## src/sv/bmpc_pkg.sv

```systemverilog
// types, constants and status codes shared by the battery monitor poll classifier
// depends on nothing; imported by bmpc_update and battery_monitor_poll_classifier
`timescale 1ns / 1ps

package bmpc_pkg;

  localparam int unsigned UvW   = 23;
  localparam int unsigned PctW  = 7;
  localparam int unsigned ErrW  = 8;
  localparam int unsigned RawW  = 16;

  localparam int unsigned InDataW  = 40;
  localparam int unsigned OutDataW = 48;

  localparam logic [UvW-1:0]  UvPerLsb = 23'd1250;
  localparam logic [PctW-1:0] CapMax   = 7'd100;

  localparam logic [UvW-1:0]  CriticalUvRst = 23'd3200000;
  localparam logic [UvW-1:0]  LowUvRst      = 23'd3400000;
  localparam logic [PctW-1:0] FullPctRst    = 7'd95;
  localparam logic [ErrW-1:0] ErrLimitRst   = 8'd5;

  typedef enum logic [1:0] {
    RegCriticalUv = 2'd0,
    RegLowUv      = 2'd1,
    RegFullPct    = 2'd2,
    RegErrLimit   = 2'd3
  } cfg_reg_e;

  typedef enum logic [2:0] {
    BatUnknown     = 3'd0,
    BatDischarging = 3'd1,
    BatNotCharging = 3'd2,
    BatFull        = 3'd3,
    BatCharging    = 3'd4
  } bat_status_e;

  typedef enum logic [2:0] {
    LvlUnknown  = 3'd0,
    LvlCritical = 3'd1,
    LvlLow      = 3'd2,
    LvlFull     = 3'd3,
    LvlNormal   = 3'd4
  } cap_level_e;

  typedef enum logic [1:0] {
    ChgDischarging = 2'd0,
    ChgNotCharging = 2'd1,
    ChgCharging    = 2'd2
  } chg_status_e;

  typedef struct packed {
    logic [UvW-1:0]  critical_uv;
    logic [UvW-1:0]  low_uv;
    logic [PctW-1:0] full_pct;
    logic [ErrW-1:0] err_limit;
  } cfg_t;

  typedef struct packed {
    logic [UvW-1:0]  voltage;
    logic [PctW-1:0] capacity;
    logic            mains;
    logic            inhibit;
    logic            present;
    logic [ErrW-1:0] err_cnt;
  } state_t;

  typedef struct packed {
    logic            inhibit_pin;
    logic            mains_pin_ok;
    logic            mains_pin;
    logic [RawW-1:0] charge_raw;
    logic            charge_read_ok;
    logic [RawW-1:0] voltage_raw;
    logic            voltage_read_ok;
  } item_t;

  typedef struct packed {
    chg_status_e     charger_status;
    cap_level_e      charge_band;
    bat_status_e     battery_status;
    logic            charger_changed;
    logic            mains_changed;
    logic            battery_changed;
    logic            charging_inhibited;
    logic            mains_online;
    logic [PctW-1:0] capacity_percent;
    logic [UvW-1:0]  cell_microvolts;
    logic            battery_present;
  } result_t;

endpackage

```

## src/sv/bmpc_update.sv

```systemverilog
// next-state and result logic for one poll sample
// depends on bmpc_pkg
`timescale 1ns / 1ps

module bmpc_update
  import bmpc_pkg::*;
(
  input  cfg_t    cfg_i,
  input  state_t  state_i,
  input  item_t   item_i,
  output state_t  state_o,
  output result_t result_o
);

  logic [UvW-1:0]  new_uv;
  logic [7:0]      pct_raw;
  logic [PctW-1:0] new_pct;
  logic            new_mains;
  logic [ErrW-1:0] err_inc;
  logic            bat_ch;
  logic            mains_ch;
  logic            chg_ch;
  state_t          nxt;

  assign new_uv    = UvW'(item_i.voltage_raw[RawW-1:4]) * UvPerLsb;
  assign pct_raw   = item_i.charge_raw[RawW-1:8];
  assign new_pct   = (pct_raw > 8'(CapMax)) ? CapMax : pct_raw[PctW-1:0];
  assign new_mains = item_i.mains_pin & item_i.mains_pin_ok;
  assign err_inc   = (state_i.err_cnt < cfg_i.err_limit) ? state_i.err_cnt + 8'd1
                                                          : state_i.err_cnt;

  always_comb begin
    nxt      = state_i;
    bat_ch   = 1'b0;
    mains_ch = 1'b0;
    chg_ch   = 1'b0;
    if (!item_i.voltage_read_ok) begin
      // failed voltage read: count it, drop presence at the limit
      nxt.err_cnt = err_inc;
      if (err_inc >= cfg_i.err_limit && state_i.present) begin
        bat_ch      = 1'b1;
        nxt.present = 1'b0;
      end
    end else if (!item_i.charge_read_ok) begin
      // voltage only
      nxt.err_cnt = '0;
      nxt.present = 1'b1;
      nxt.voltage = new_uv;
      bat_ch      = (state_i.voltage != new_uv);
    end else begin
      nxt.err_cnt  = '0;
      bat_ch       = !state_i.present || (state_i.voltage != new_uv) ||
                     (state_i.capacity != new_pct);
      mains_ch     = (state_i.mains != new_mains);
      chg_ch       = (state_i.inhibit != item_i.inhibit_pin);
      nxt.present  = 1'b1;
      nxt.voltage  = new_uv;
      nxt.capacity = new_pct;
      nxt.mains    = new_mains;
      nxt.inhibit  = item_i.inhibit_pin;
    end
  end

  logic full_cap;
  logic on_batt_nz;

  assign full_cap   = (nxt.capacity >= cfg_i.full_pct);
  assign on_batt_nz = !nxt.mains && (nxt.voltage != '0);

  always_comb begin
    result_o.battery_present    = nxt.present;
    result_o.cell_microvolts    = nxt.voltage;
    result_o.capacity_percent   = nxt.capacity;
    result_o.mains_online       = nxt.mains;
    result_o.charging_inhibited = nxt.inhibit;
    result_o.battery_changed    = bat_ch | mains_ch;
    result_o.mains_changed      = mains_ch;
    result_o.charger_changed    = chg_ch;

    if (!nxt.present)     result_o.battery_status = BatUnknown;
    else if (!nxt.mains)  result_o.battery_status = BatDischarging;
    else if (nxt.inhibit) result_o.battery_status = BatNotCharging;
    else if (full_cap)    result_o.battery_status = BatFull;
    else                  result_o.battery_status = BatCharging;

    if (!nxt.present) begin
      result_o.charge_band = LvlUnknown;
    end else if (on_batt_nz && nxt.voltage <= cfg_i.critical_uv) begin
      result_o.charge_band = LvlCritical;
    end else if (on_batt_nz && nxt.voltage <= cfg_i.low_uv) begin
      result_o.charge_band = LvlLow;
    end else if (nxt.mains && full_cap) begin
      result_o.charge_band = LvlFull;
    end else begin
      result_o.charge_band = LvlNormal;
    end

    if (!nxt.mains)       result_o.charger_status = ChgDischarging;
    else if (nxt.inhibit) result_o.charger_status = ChgNotCharging;
    else                  result_o.charger_status = ChgCharging;
  end

  assign state_o = nxt;

endmodule

```

## src/sv/battery_monitor_poll_classifier.sv

```systemverilog
// top level of the battery monitor poll classifier: stream ports, config registers,
// input register, monitor state and result register; depends on bmpc_pkg and bmpc_update
`timescale 1ns / 1ps

// Battery monitor poll classifier. Each input word is one poll sample (voltage and
// state-of-charge reads with their success flags, mains pin and charge-inhibit pin);
// each produces exactly one result word with the stored voltage in microvolts,
// capacity percent, mains and inhibit levels, presence, change flags and the
// battery status, capacity level and charger status codes. Throughput is one word
// per clock while the output is not stalled: the sample sits in an input register,
// one short update stage (a 12 x 11 bit constant multiply plus compares, with the
// monitor state fed back in the same cycle) forms the result, and a result register
// drives the output, which m_axis_tvalid marks as valid. A stalled output holds the
// pipeline; s_axis_tready drops only when both registers are full and m_axis_tready
// is low. The user must write config registers (index 0 critical uV, 1 low uV,
// 2 full percent, 3 error limit) only while the block is idle; the block itself
// does not enforce this.
module battery_monitor_poll_classifier
  import bmpc_pkg::*;
(
  input  logic                clk_i,
  input  logic                rst_ni,
  // config write port
  input  logic                cfg_we_i,
  input  logic [1:0]          cfg_idx_i,
  input  logic [UvW-1:0]      cfg_wdata_i,
  // sample stream
  input  logic                s_axis_tvalid,
  output logic                s_axis_tready,
  // voltage_read_ok, voltage_raw[15:0], charge_read_ok, charge_raw[15:0],
  // mains_pin, mains_pin_ok, inhibit_pin, zero fill
  input  logic [InDataW-1:0]  s_axis_tdata,
  // result stream
  output logic                m_axis_tvalid,
  input  logic                m_axis_tready,
  // battery_present, cell_microvolts[22:0], capacity_percent[6:0], mains_online,
  // charging_inhibited, battery_changed, mains_changed, charger_changed,
  // battery_status[2:0], charge_band[2:0], charger_status[1:0], zero fill
  output logic [OutDataW-1:0] m_axis_tdata
);

  localparam int unsigned ItemW = $bits(item_t);
  localparam int unsigned ResW  = $bits(result_t);

  // config registers
  cfg_t cfg_q;

  always_ff @(posedge clk_i or negedge rst_ni) begin
    if (!rst_ni) begin
      cfg_q.critical_uv <= CriticalUvRst;
      cfg_q.low_uv      <= LowUvRst;
      cfg_q.full_pct    <= FullPctRst;
      cfg_q.err_limit   <= ErrLimitRst;
    end else if (cfg_we_i) begin
      case (cfg_reg_e'(cfg_idx_i))
        RegCriticalUv: cfg_q.critical_uv <= cfg_wdata_i;
        RegLowUv:      cfg_q.low_uv      <= cfg_wdata_i;
        RegFullPct:    cfg_q.full_pct    <= cfg_wdata_i[PctW-1:0];
        RegErrLimit:   cfg_q.err_limit   <= cfg_wdata_i[ErrW-1:0];
        default: ;
      endcase
    end
  end

  // pipeline control
  logic    in_valid_q;
  item_t   in_item_q;
  logic    out_valid_q;
  result_t out_res_q;
  logic    advance;
  logic    s_acc;

  assign advance       = in_valid_q && (!out_valid_q || m_axis_tready);
  assign s_axis_tready = !in_valid_q || advance;
  assign s_acc         = s_axis_tvalid && s_axis_tready;

  always_ff @(posedge clk_i or negedge rst_ni) begin
    if (!rst_ni) begin
      in_valid_q <= 1'b0;
    end else if (s_axis_tready) begin
      in_valid_q <= s_axis_tvalid;
    end
  end

  // payload, no reset needed
  always_ff @(posedge clk_i) begin
    if (s_acc) begin
      in_item_q <= item_t'(s_axis_tdata[ItemW-1:0]);
    end
  end

  // monitor state and update stage
  state_t  state_q;
  state_t  state_d;
  result_t res_d;

  bmpc_update u_update (
    .cfg_i    (cfg_q),
    .state_i  (state_q),
    .item_i   (in_item_q),
    .state_o  (state_d),
    .result_o (res_d)
  );

  always_ff @(posedge clk_i or negedge rst_ni) begin
    if (!rst_ni) begin
      state_q.voltage  <= '0;
      state_q.capacity <= '0;
      state_q.mains    <= 1'b0;
      state_q.inhibit  <= 1'b0;
      state_q.present  <= 1'b1;
      state_q.err_cnt  <= '0;
    end else if (advance) begin
      state_q <= state_d;
    end
  end

  // result register
  always_ff @(posedge clk_i or negedge rst_ni) begin
    if (!rst_ni) begin
      out_valid_q <= 1'b0;
    end else if (advance) begin
      out_valid_q <= 1'b1;
    end else if (m_axis_tready) begin
      out_valid_q <= 1'b0;
    end
  end

  always_ff @(posedge clk_i) begin
    if (advance) begin
      out_res_q <= res_d;
    end
  end

  assign m_axis_tvalid = out_valid_q;
  assign m_axis_tdata  = {(OutDataW - ResW)'(0), out_res_q};

`ifndef SYNTH
  // an absent battery always reports unknown status and level
  a_absent_unknown: assert property (@(posedge clk_i) disable iff (!rst_ni)
    (out_valid_q && !out_res_q.battery_present) |->
      (out_res_q.battery_status == BatUnknown && out_res_q.charge_band == LvlUnknown))
    else $error("absent battery without unknown codes");

  // off mains the charger must report discharging
  a_no_mains_dischg: assert property (@(posedge clk_i) disable iff (!rst_ni)
    (out_valid_q && !out_res_q.mains_online) |->
      (out_res_q.charger_status == ChgDischarging))
    else $error("charger status wrong off mains");

  // a mains change forces the battery change flag
  a_mains_forces_bat: assert property (@(posedge clk_i) disable iff (!rst_ni)
    (out_valid_q && out_res_q.mains_changed) |-> out_res_q.battery_changed)
    else $error("mains change without battery change");

  // a held input word keeps its contents until it moves on
  a_in_hold: assert property (@(posedge clk_i) disable iff (!rst_ni)
    (in_valid_q && !advance) |=> (in_valid_q && $stable(in_item_q)))
    else $error("input register lost a waiting word");

  // state only moves when a word passes to the result register
  a_state_moves: assert property (@(posedge clk_i) disable iff (!rst_ni)
    !advance |=> $stable(state_q))
    else $error("state changed without an update");
`endif

endmodule
```

## config.mk

```make
export PLATFORM = sky130hd
export DESIGN_NAME = battery_monitor_poll_classifier
export DESIGN_NICKNAME = d
export VERILOG_FILES = /design/src/sv/bmpc_pkg.sv /design/src/sv/bmpc_update.sv /design/src/sv/battery_monitor_poll_classifier.sv
export SDC_FILE = /design/constraint.sdc
export NUM_CORES = 1
export LEC_CHECK = 0
export ABC_AREA = 0
export BUFFER_PORTS_ARGS = -buffer_cell sky130_fd_sc_hd__buf_2
export CORE_MARGIN = 8
export CORE_UTILIZATION = 39
export DETAILED_ROUTE_END_ITERATION = 8
export SYNTH_ARGS = -nofsm -noshare
export SYNTH_HDL_FRONTEND = slang
export SYNTH_HIERARCHICAL = 1
export SYNTH_SLANG_ARGS = --single-unit
```

## constraint.sdc

```tcl
create_clock -name clk_i -period 9.4 [get_ports clk_i]
set_input_delay 1.88 -clock clk_i [delete_from_list [all_inputs] [get_ports clk_i]]
set_output_delay 1.88 -clock clk_i [all_outputs]
set_load 0.03 [all_outputs]
```

==> metrics.txt, run 1 <==
# TYPE chip_impl_metric gauge
chip_impl_info{name="worst-setup-path-type",value="reg2reg"} 1
chip_impl_metric{name="power.density",unit="mW/mm²"} 298
chip_impl_metric{name="via_per_inst",unit=""} 4.98
chip_impl_metric{name="largest_net_degree_at_the_start_of_global_routing",unit=""} 80
chip_impl_metric{name="cap_violations",unit=""} 0
chip_impl_metric{name="clock_tree.buffer_depth",unit=""} 2
chip_impl_metric{name="detailed_place_hpwl",unit="µm"} 19400
chip_impl_metric{name="first_iter_violations",unit=""} 367
chip_impl_metric{name="swShare",unit=""} 0.412
chip_impl_info{name="status",value="finished, final reports clean"} 1
chip_impl_metric{name="drt-total-wl",unit="µm"} 25300
chip_impl_metric{name="timing.critical_path.arrival",unit="ps"} 7240
chip_impl_metric{name="cts_resized",unit=""} 0
chip_impl_metric{name="worstPathRequired",unit="ps"} 9570
chip_impl_metric{name="hold_buffers",unit=""} 0
chip_impl_metric{name="syn-mean-instance-area",unit="µm²"} 11.1
chip_impl_metric{name="worst_r2r_path_depth",unit=""} 26
chip_impl_metric{name="ir_drop",unit="mV"} 0.143
chip_impl_metric{name="synth_warnings",unit=""} 6
chip_impl_info{name="cts_tree",value="yes"} 1
chip_impl_metric{name="place_congestion",unit=""} 0.805
chip_impl_metric{name="clock_power_share",unit=""} 0.189
chip_impl_metric{name="clk_transition_reported_paths",unit="ps"} 70
chip_impl_metric{name="design.final.nets",unit=""} 1304
chip_impl_metric{name="finalMaxSlewViolations",unit=""} 0
chip_impl_metric{name="fin_crit",unit="ps"} 7070
chip_impl_metric{name="timing.final.setup_violations",unit=""} 0
chip_impl_metric{name="synth_cells",unit=""} 1016
chip_impl_metric{name="htree_levels",unit=""} 4
chip_impl_metric{name="die-width",unit="µm"} 186
chip_impl_info{name="cpLargestDelayFamily",value="adder cells"} 1
chip_impl_metric{name="core_region_area",unit="mm²"} 0.0286
chip_impl_metric{name="post-route-drc-count",unit=""} 0
chip_impl_metric{name="finClkSkew",unit="ps"} 10.9
chip_impl_metric{name="pin_count",unit=""} 120
chip_impl_metric{name="drt.antenna.violating_nets",unit=""} 0
chip_impl_metric{name="grt_pass1_vias",unit=""} 7531
chip_impl_metric{name="final.period_utilization",unit=""} 0.752
chip_impl_metric{name="routedWlPerCell",unit="µm"} 17.1
chip_impl_info{name="crit_path_top_delay_cell",value="o311ai_0"} 1
chip_impl_metric{name="detail_route.first_pass.iterations",unit=""} 5
chip_impl_metric{name="cts_inserted_buffers",unit=""} 17
chip_impl_metric{name="critical-path-max-stage-delay",unit="ps"} 680
chip_impl_metric{name="initial_utilization",unit=""} 0.396
chip_impl_metric{name="postLayoutCellArea",unit="mm²"} 0.0126
chip_impl_metric{name="globalRouteOverflowTotal",unit=""} 0
chip_impl_metric{name="synthesis.area",unit="mm²"} 0.0113
chip_impl_info{name="rsz0062_at_grt",value="false"} 1
chip_impl_info{name="min_path_type",value="reg2reg"} 1
chip_impl_metric{name="placement.io_buffers",unit=""} 100
chip_impl_metric{name="power_switching",unit="W"} 0.00154
chip_impl_metric{name="timing.slew.headroom",unit=""} 0.309
chip_impl_metric{name="reported_leakage_power",unit="nW"} 5.87
chip_impl_metric{name="max_clock_freq",unit="GHz"} 0.142
chip_impl_metric{name="placementRows",unit=""} 62
chip_impl_metric{name="seqPwrFrac",unit=""} 0.301
chip_impl_info{name="crit_path_frequent_cell",value="ha_1"} 1
chip_impl_metric{name="dpl_cell_area",unit="mm²"} 0.0120
chip_impl_metric{name="cts_sinks",unit=""} 173
chip_impl_metric{name="die-area",unit="mm²"} 0.0347
chip_impl_metric{name="antenna_found_initial",unit=""} 1
chip_impl_metric{name="insertion_delay",unit="ps"} 430
chip_impl_metric{name="dr_total_vias",unit=""} 7397
chip_impl_metric{name="drive_gt1_frac",unit=""} 0.259
chip_impl_metric{name="timing.critical_path.fanout_max",unit=""} 11
chip_impl_metric{name="post-cts-setup-buffers",unit=""} 0
chip_impl_metric{name="grt_first_pass_wirelength",unit="µm"} 40800
chip_impl_info{name="worstSetupEndpointType",value="flop"} 1
chip_impl_metric{name="final-hold-violation-count",unit=""} 0
chip_impl_metric{name="finish.cell_count_without_fillers",unit=""} 1484
chip_impl_metric{name="comb_power_share",unit=""} 0.510
chip_impl_info{name="cts_root_buf",value="clkbuf_16"} 1
chip_impl_metric{name="timing_worst_slew_pin_value",unit="ps"} 1030
chip_impl_metric{name="cp.buffers_inverters",unit=""} 4
chip_impl_metric{name="timing.setup.tns",unit="ps"} 0
chip_impl_info{name="worstSetupStartpointType",value="flop"} 1
chip_impl_metric{name="num-fill-cells",unit=""} 2726
chip_impl_metric{name="syn2layout_area_growth",unit="%"} 10.9
chip_impl_metric{name="grt_use_total",unit=""} 0.147
chip_impl_metric{name="number_of_cells_in_the_design_after_placement",unit=""} 1451
chip_impl_metric{name="power.internal",unit="W"} 0.00220
chip_impl_metric{name="power.total",unit="W"} 0.00375
chip_impl_metric{name="fp.dieH",unit="µm"} 186
chip_impl_metric{name="timing.hold.worst_path_depth",unit=""} 1
chip_impl_metric{name="path_depth",unit=""} 26
## worst reg2reg max path, delay by kind of cell (launching register included)
family	cells	cell delay, ps
muxes	1	360
buffers and inverters	4	300
AOI/OAI and AO/OA	6	1650
adders and majority gates	8	2780
and+or+nand+nor	7	1200
DFF	1	520
## worst paths after layout
path	slack (ps)	to	start
min	510	cfg_q[3]	cfg_q[3]
max in group asynchronous	6680	state_q[40]	rst_ni
min reg2reg	510	cfg_q[3]	cfg_q[3]
max	2330	m_axis_tdata[40]	in_item_q[11]
min in group asynchronous	1380	state_q[1]	rst_ni
max reg2reg	2330	m_axis_tdata[40]	in_item_q[11]
## power by group through the flow
stage	combinational, W	clock (W)	sequential (W)
final	0.00191	0.000708	0.00113
after floorplan	0.00145	0	0.00121
after CTS	0.00192	0.000727	0.00113
after global placement	0.00186	0	0.00114
after detailed placement	0.00190	0	0.00115
after global routing	0.00214	0.000760	0.00115
## metrics by stage
step	setup WS [ps]	util	hold slack, ps
after floorplan	3390	-	457
after global placement	2490	0.418	488
after detailed placement	2430	0.418	494
after CTS	2390	0.439	510
after global routing	1750	0.439	520
final	2330	0.439	505
## flip-flops by register name, indices dropped and copies added, names as in the netlist
register and count:
m_axis_tvalid 1, state_q 41, cfg_q 61, m_axis_tdata 44
in_item_q 25, in_valid_q 1
## per-layer routing
metal | routed length [µm] | up-vias | global-route usage | share of wire
li1 | - | 3647 | - | -
met1 | 11900 | 3585 | 0.190 | 0.47
met2 | 11800 | 135 | 0.238 | 0.47
met3 | 1020 | 30 | 0.0319 | 0.040
met4 | 644 | 0 | 0.0573 | 0.025
met5 | 0 | - | 0 | 0
## area by class of cell
| cell class | instances | area (µm²) | share of cell area |
|---|---|---|---|
| Inverter | 144 | 541 | 0.0430 |
| Timing Repair Buffer | 106 | 548 | 0.0436 |
| Tap cell | 384 | 480 | 0.0383 |
| Multi-Input combinational cell | 644 | 5700 | 0.454 |
| Clock inverter | 13 | 139 | 0.0111 |
| Sequential cell | 173 | 4700 | 0.375 |
| Antenna cell | 1 | 2.50 | 0.000199 |
| Clock buffer | 19 | 443 | 0.0353 |
## layout by cell type (no fill, tap or decap), types with 8 or more instances in the layout
cell type  count
inv_1        143
ha_1         125
mux2_2       118
buf_2         99
dfrtp_1       80
edfxtp_1      69
nand2_1       48
nor2_1        45
xnor2_1       32
a21oi_1       31
o21ai_0       25
dfstp_2       24
fa_1          23
a21o_1        21
clkbuf_16     17
nand4_1       16
xor2_1        14
nor3_1        10
and2_1         9
nand3_1        9
nor2b_1        9
a211oi_1       8
nor4_1         8
(Power assumes the default switching activity.)
==> run 2: changes to the inputs <==
clock period = 6.7 ns   (was 9.4 ns; I/O delays follow)
==> metrics.txt, run 2 (synthesis results as in run 1) <==
# TYPE chip_impl_metric gauge
chip_impl_metric{name="largest_reg_flops",unit=""} 61
chip_impl_metric{name="max_clock_freq",unit="GHz"} 0.159
chip_impl_metric{name="fin_crit",unit="ps"} 6300
chip_impl_metric{name="seqPwrFrac",unit=""} 0.294
chip_impl_metric{name="die-width",unit="µm"} 186
chip_impl_info{name="crit_path_top_delay_cell",value="fa_1"} 1
chip_impl_metric{name="cts_inserted_buffers",unit=""} 17
chip_impl_metric{name="reported_leakage_power",unit="nW"} 5.97
chip_impl_metric{name="cap_violations",unit=""} 0
chip_impl_metric{name="num-fill-cells",unit=""} 2702
chip_impl_metric{name="ir_drop",unit="mV"} 0.191
chip_impl_metric{name="drt-total-wl",unit="µm"} 25500
chip_impl_metric{name="core_region_area",unit="mm²"} 0.0286
chip_impl_metric{name="syn2layout_area_growth",unit="%"} 12.6
chip_impl_info{name="cts_tree",value="yes"} 1
chip_impl_metric{name="timing.setup.tns",unit="ps"} 0
chip_impl_info{name="cpLargestDelayFamily",value="adder cells"} 1
chip_impl_metric{name="timing.final.setup_violations",unit=""} 0
chip_impl_info{name="busiest_layer",value="met2"} 1
chip_impl_metric{name="detail_route.first_pass.iterations",unit=""} 4
chip_impl_metric{name="grt_use_total",unit=""} 0.150
chip_impl_metric{name="layout.area.seq",unit="mm²"} 0.00470
chip_impl_metric{name="placement.io_buffers",unit=""} 100
chip_impl_metric{name="multi_input_comb_area",unit="mm²"} 0.00572
chip_impl_metric{name="final-hold-violation-count",unit=""} 0
chip_impl_info{name="status",value="finished, final reports clean"} 1
chip_impl_info{name="regMostFlops",value="cfg_q"} 1
chip_impl_metric{name="drt.antenna.violating_nets",unit=""} 0
chip_impl_metric{name="power_switching",unit="W"} 0.00218
chip_impl_metric{name="setup_ws_post_layout",unit="ps"} 404
chip_impl_metric{name="clk_transition_reported_paths",unit="ps"} 70
chip_impl_metric{name="finalMaxSlewViolations",unit=""} 0
chip_impl_metric{name="initial_utilization",unit=""} 0.396
chip_impl_metric{name="finalCoreUtilization",unit=""} 0.445
chip_impl_metric{name="drive_gt1_frac",unit=""} 0.282
chip_impl_metric{name="largest_net_degree_at_the_start_of_global_routing",unit=""} 64
chip_impl_metric{name="worstPathRequired",unit="ps"} 6880
chip_impl_metric{name="htree_levels",unit=""} 4
chip_impl_metric{name="fp.dieH",unit="µm"} 186
chip_impl_metric{name="met3_usage",unit=""} 0.0326
chip_impl_info{name="most-common-layout-cells",value="143 x inv_1, 124 x ha_1, 118 x mux2_2"} 1
chip_impl_metric{name="place_congestion",unit=""} 0.822
chip_impl_metric{name="timing.critical_path.fanout_max",unit=""} 8
chip_impl_metric{name="final.period_utilization",unit=""} 0.940
chip_impl_metric{name="comb_power_share",unit=""} 0.524
chip_impl_metric{name="finish.cell_count_without_fillers",unit=""} 1507
chip_impl_metric{name="antenna_found_initial",unit=""} 2
chip_impl_metric{name="insertion_delay",unit="ps"} 430
chip_impl_info{name="cts_root_buf",value="clkbuf_16"} 1
chip_impl_metric{name="post-route-drc-count",unit=""} 0
chip_impl_metric{name="routedWlPerCell",unit="µm"} 16.9
chip_impl_info{name="worstSetupStartpointType",value="flop"} 1
chip_impl_metric{name="power.internal",unit="W"} 0.00321
chip_impl_metric{name="path_depth",unit=""} 24
chip_impl_metric{name="finClkSkew",unit="ps"} 9.23
chip_impl_metric{name="power.density",unit="mW/mm²"} 423
chip_impl_metric{name="via_per_inst",unit=""} 4.97
chip_impl_metric{name="worst_r2r_path_depth",unit=""} 24
chip_impl_metric{name="clock_power_share",unit=""} 0.182
chip_impl_metric{name="cts_sinks",unit=""} 173
chip_impl_metric{name="timing_worst_slew_pin_value",unit="ps"} 1040
chip_impl_metric{name="number_of_cells_in_the_design_after_placement",unit=""} 1469
chip_impl_metric{name="pin_count",unit=""} 120
chip_impl_metric{name="use_met2",unit=""} 0.245
chip_impl_metric{name="place_ws",unit="ps"} 273
chip_impl_metric{name="critical-path-max-stage-delay",unit="ps"} 500
chip_impl_metric{name="placementRows",unit=""} 62
chip_impl_metric{name="timing.hold.worst_path_depth",unit=""} 1
chip_impl_metric{name="first_iter_violations",unit=""} 312
chip_impl_metric{name="design.final.nets",unit=""} 1327
chip_impl_metric{name="dr_total_vias",unit=""} 7495
chip_impl_metric{name="cp.buffers_inverters",unit=""} 4
chip_impl_metric{name="clock_tree.buffer_depth",unit=""} 2
chip_impl_info{name="min_path_type",value="reg2reg"} 1
chip_impl_info{name="worstSetupEndpointType",value="flop"} 1
chip_impl_metric{name="grt_pass1_vias",unit=""} 7653
chip_impl_metric{name="grt_first_pass_wirelength",unit="µm"} 41600
chip_impl_metric{name="timing.slew.headroom",unit=""} 0.303
chip_impl_metric{name="swShare",unit=""} 0.405
chip_impl_info{name="layout.cells.most_common",value="inv_1"} 1
chip_impl_metric{name="die-area",unit="mm²"} 0.0347
chip_impl_info{name="worst-setup-path-type",value="reg2reg"} 1
chip_impl_metric{name="hold_buffers",unit=""} 0
chip_impl_metric{name="detailed_place_hpwl",unit="µm"} 19700
chip_impl_metric{name="timing.critical_path.arrival",unit="ps"} 6470
chip_impl_metric{name="globalRouteOverflowTotal",unit=""} 0
chip_impl_info{name="worstPathCellList",value="buf_4 -> fa_1 -> ha_1 -> fa_1 -> ha_1 -> inv_1 -> fa_1 -> inv_1 -> ha_2 -> nand2_1 -> a21oi_1 -> nand2_1 -> o311ai_1 -> buf_4 -> mux2_2 -> ha_1 -> a21oi_1 -> o21ai_0 -> o21a_1 -> o31ai_2 -> a21oi_1 -> o21a_1 -> o21a_1 -> o211a_1"} 1
chip_impl_metric{name="globalRouteMet1Util",unit=""} 0.193
==> run 2: metal layers <==
metal	wire length [µm]	share of wire
met3	986	0.039
met1	11900	0.47
met4	518	0.020
met2	12100	0.47
met5	23	0.00090
==> run 2: layout make-up <==
type                       count  area share
clock buffer                  19      0.0340
inverter                     144      0.0424
multi-input combinational    644       0.449
clock inverter                13      0.0112
tap                          384      0.0377
antenna                        1    0.000196
sequential                   173       0.369
timing repair buffer         129      0.0565
==> run 2: power groups by stage <==
stage	Clock, W	Combinational [W]	Sequential (W)
after floorplan	0	0.00203	0.00170
after global placement	0	0.00275	0.00160
after detailed placement	0	0.00279	0.00161
after CTS	0.00101	0.00281	0.00159
after global routing	0.00106	0.00317	0.00162
final	0.000981	0.00282	0.00158
==> run 2: through the flow <==
| step | area, µm² | hold slack [ps] | total power [W] |
|---|---|---|---|
| 4_1_cts | 12700 | 511 | 0.00541 |
| 2_1_floorplan | 11300 | 457 | 0.00373 |
| 5_1_grt | 12700 | 517 | 0.00585 |
| 3_3_place_gp | 12100 | 489 | 0.00435 |
| 6_report | 12700 | 503 | 0.00539 |
| 3_5_place_dp | 12100 | 495 | 0.00440 |
==> run 2: path summary, 6_finish.rpt <==
path,from,to,slack (ps)
setup / recovery,in_item_q[10],m_axis_tdata[41],400
hold / removal,cfg_q[5],cfg_q[5],500
setup reg to reg,in_item_q[10],m_axis_tdata[41],400
hold reg to reg,cfg_q[5],cfg_q[5],500
max in group asynchronous,rst_ni,cfg_q[33],4550
min in group asynchronous,rst_ni,state_q[2],900
==> run 2: repair_timing <==
| item | 4_1_cts | 5_1_grt |
|---|---|---|
| setup endpoints to repair | 0 | 3 |
| resized for setup | 0 | 8 |
| endpoints found under the hold margin | 0 | 0 |
| buffers inserted | 0 | 5 |
==> run 2: worst reg2reg max path, cell delays in order, from the launching register on <==
cell and delay [ps]:
edfxtp_1 410, buf_4 190, fa_1 480, ha_1 310, fa_1 490, ha_1 290, inv_1 50, fa_1 500
inv_1 40, ha_2 410, nand2_1 100, a21oi_1 230, nand2_1 130, o311ai_1 320, buf_4 180, mux2_2 220
ha_1 280, a21oi_1 140, o21ai_0 150, o21a_1 230, o31ai_2 200, a21oi_1 100, o21a_1 230, o21a_1 170
o211a_1 220
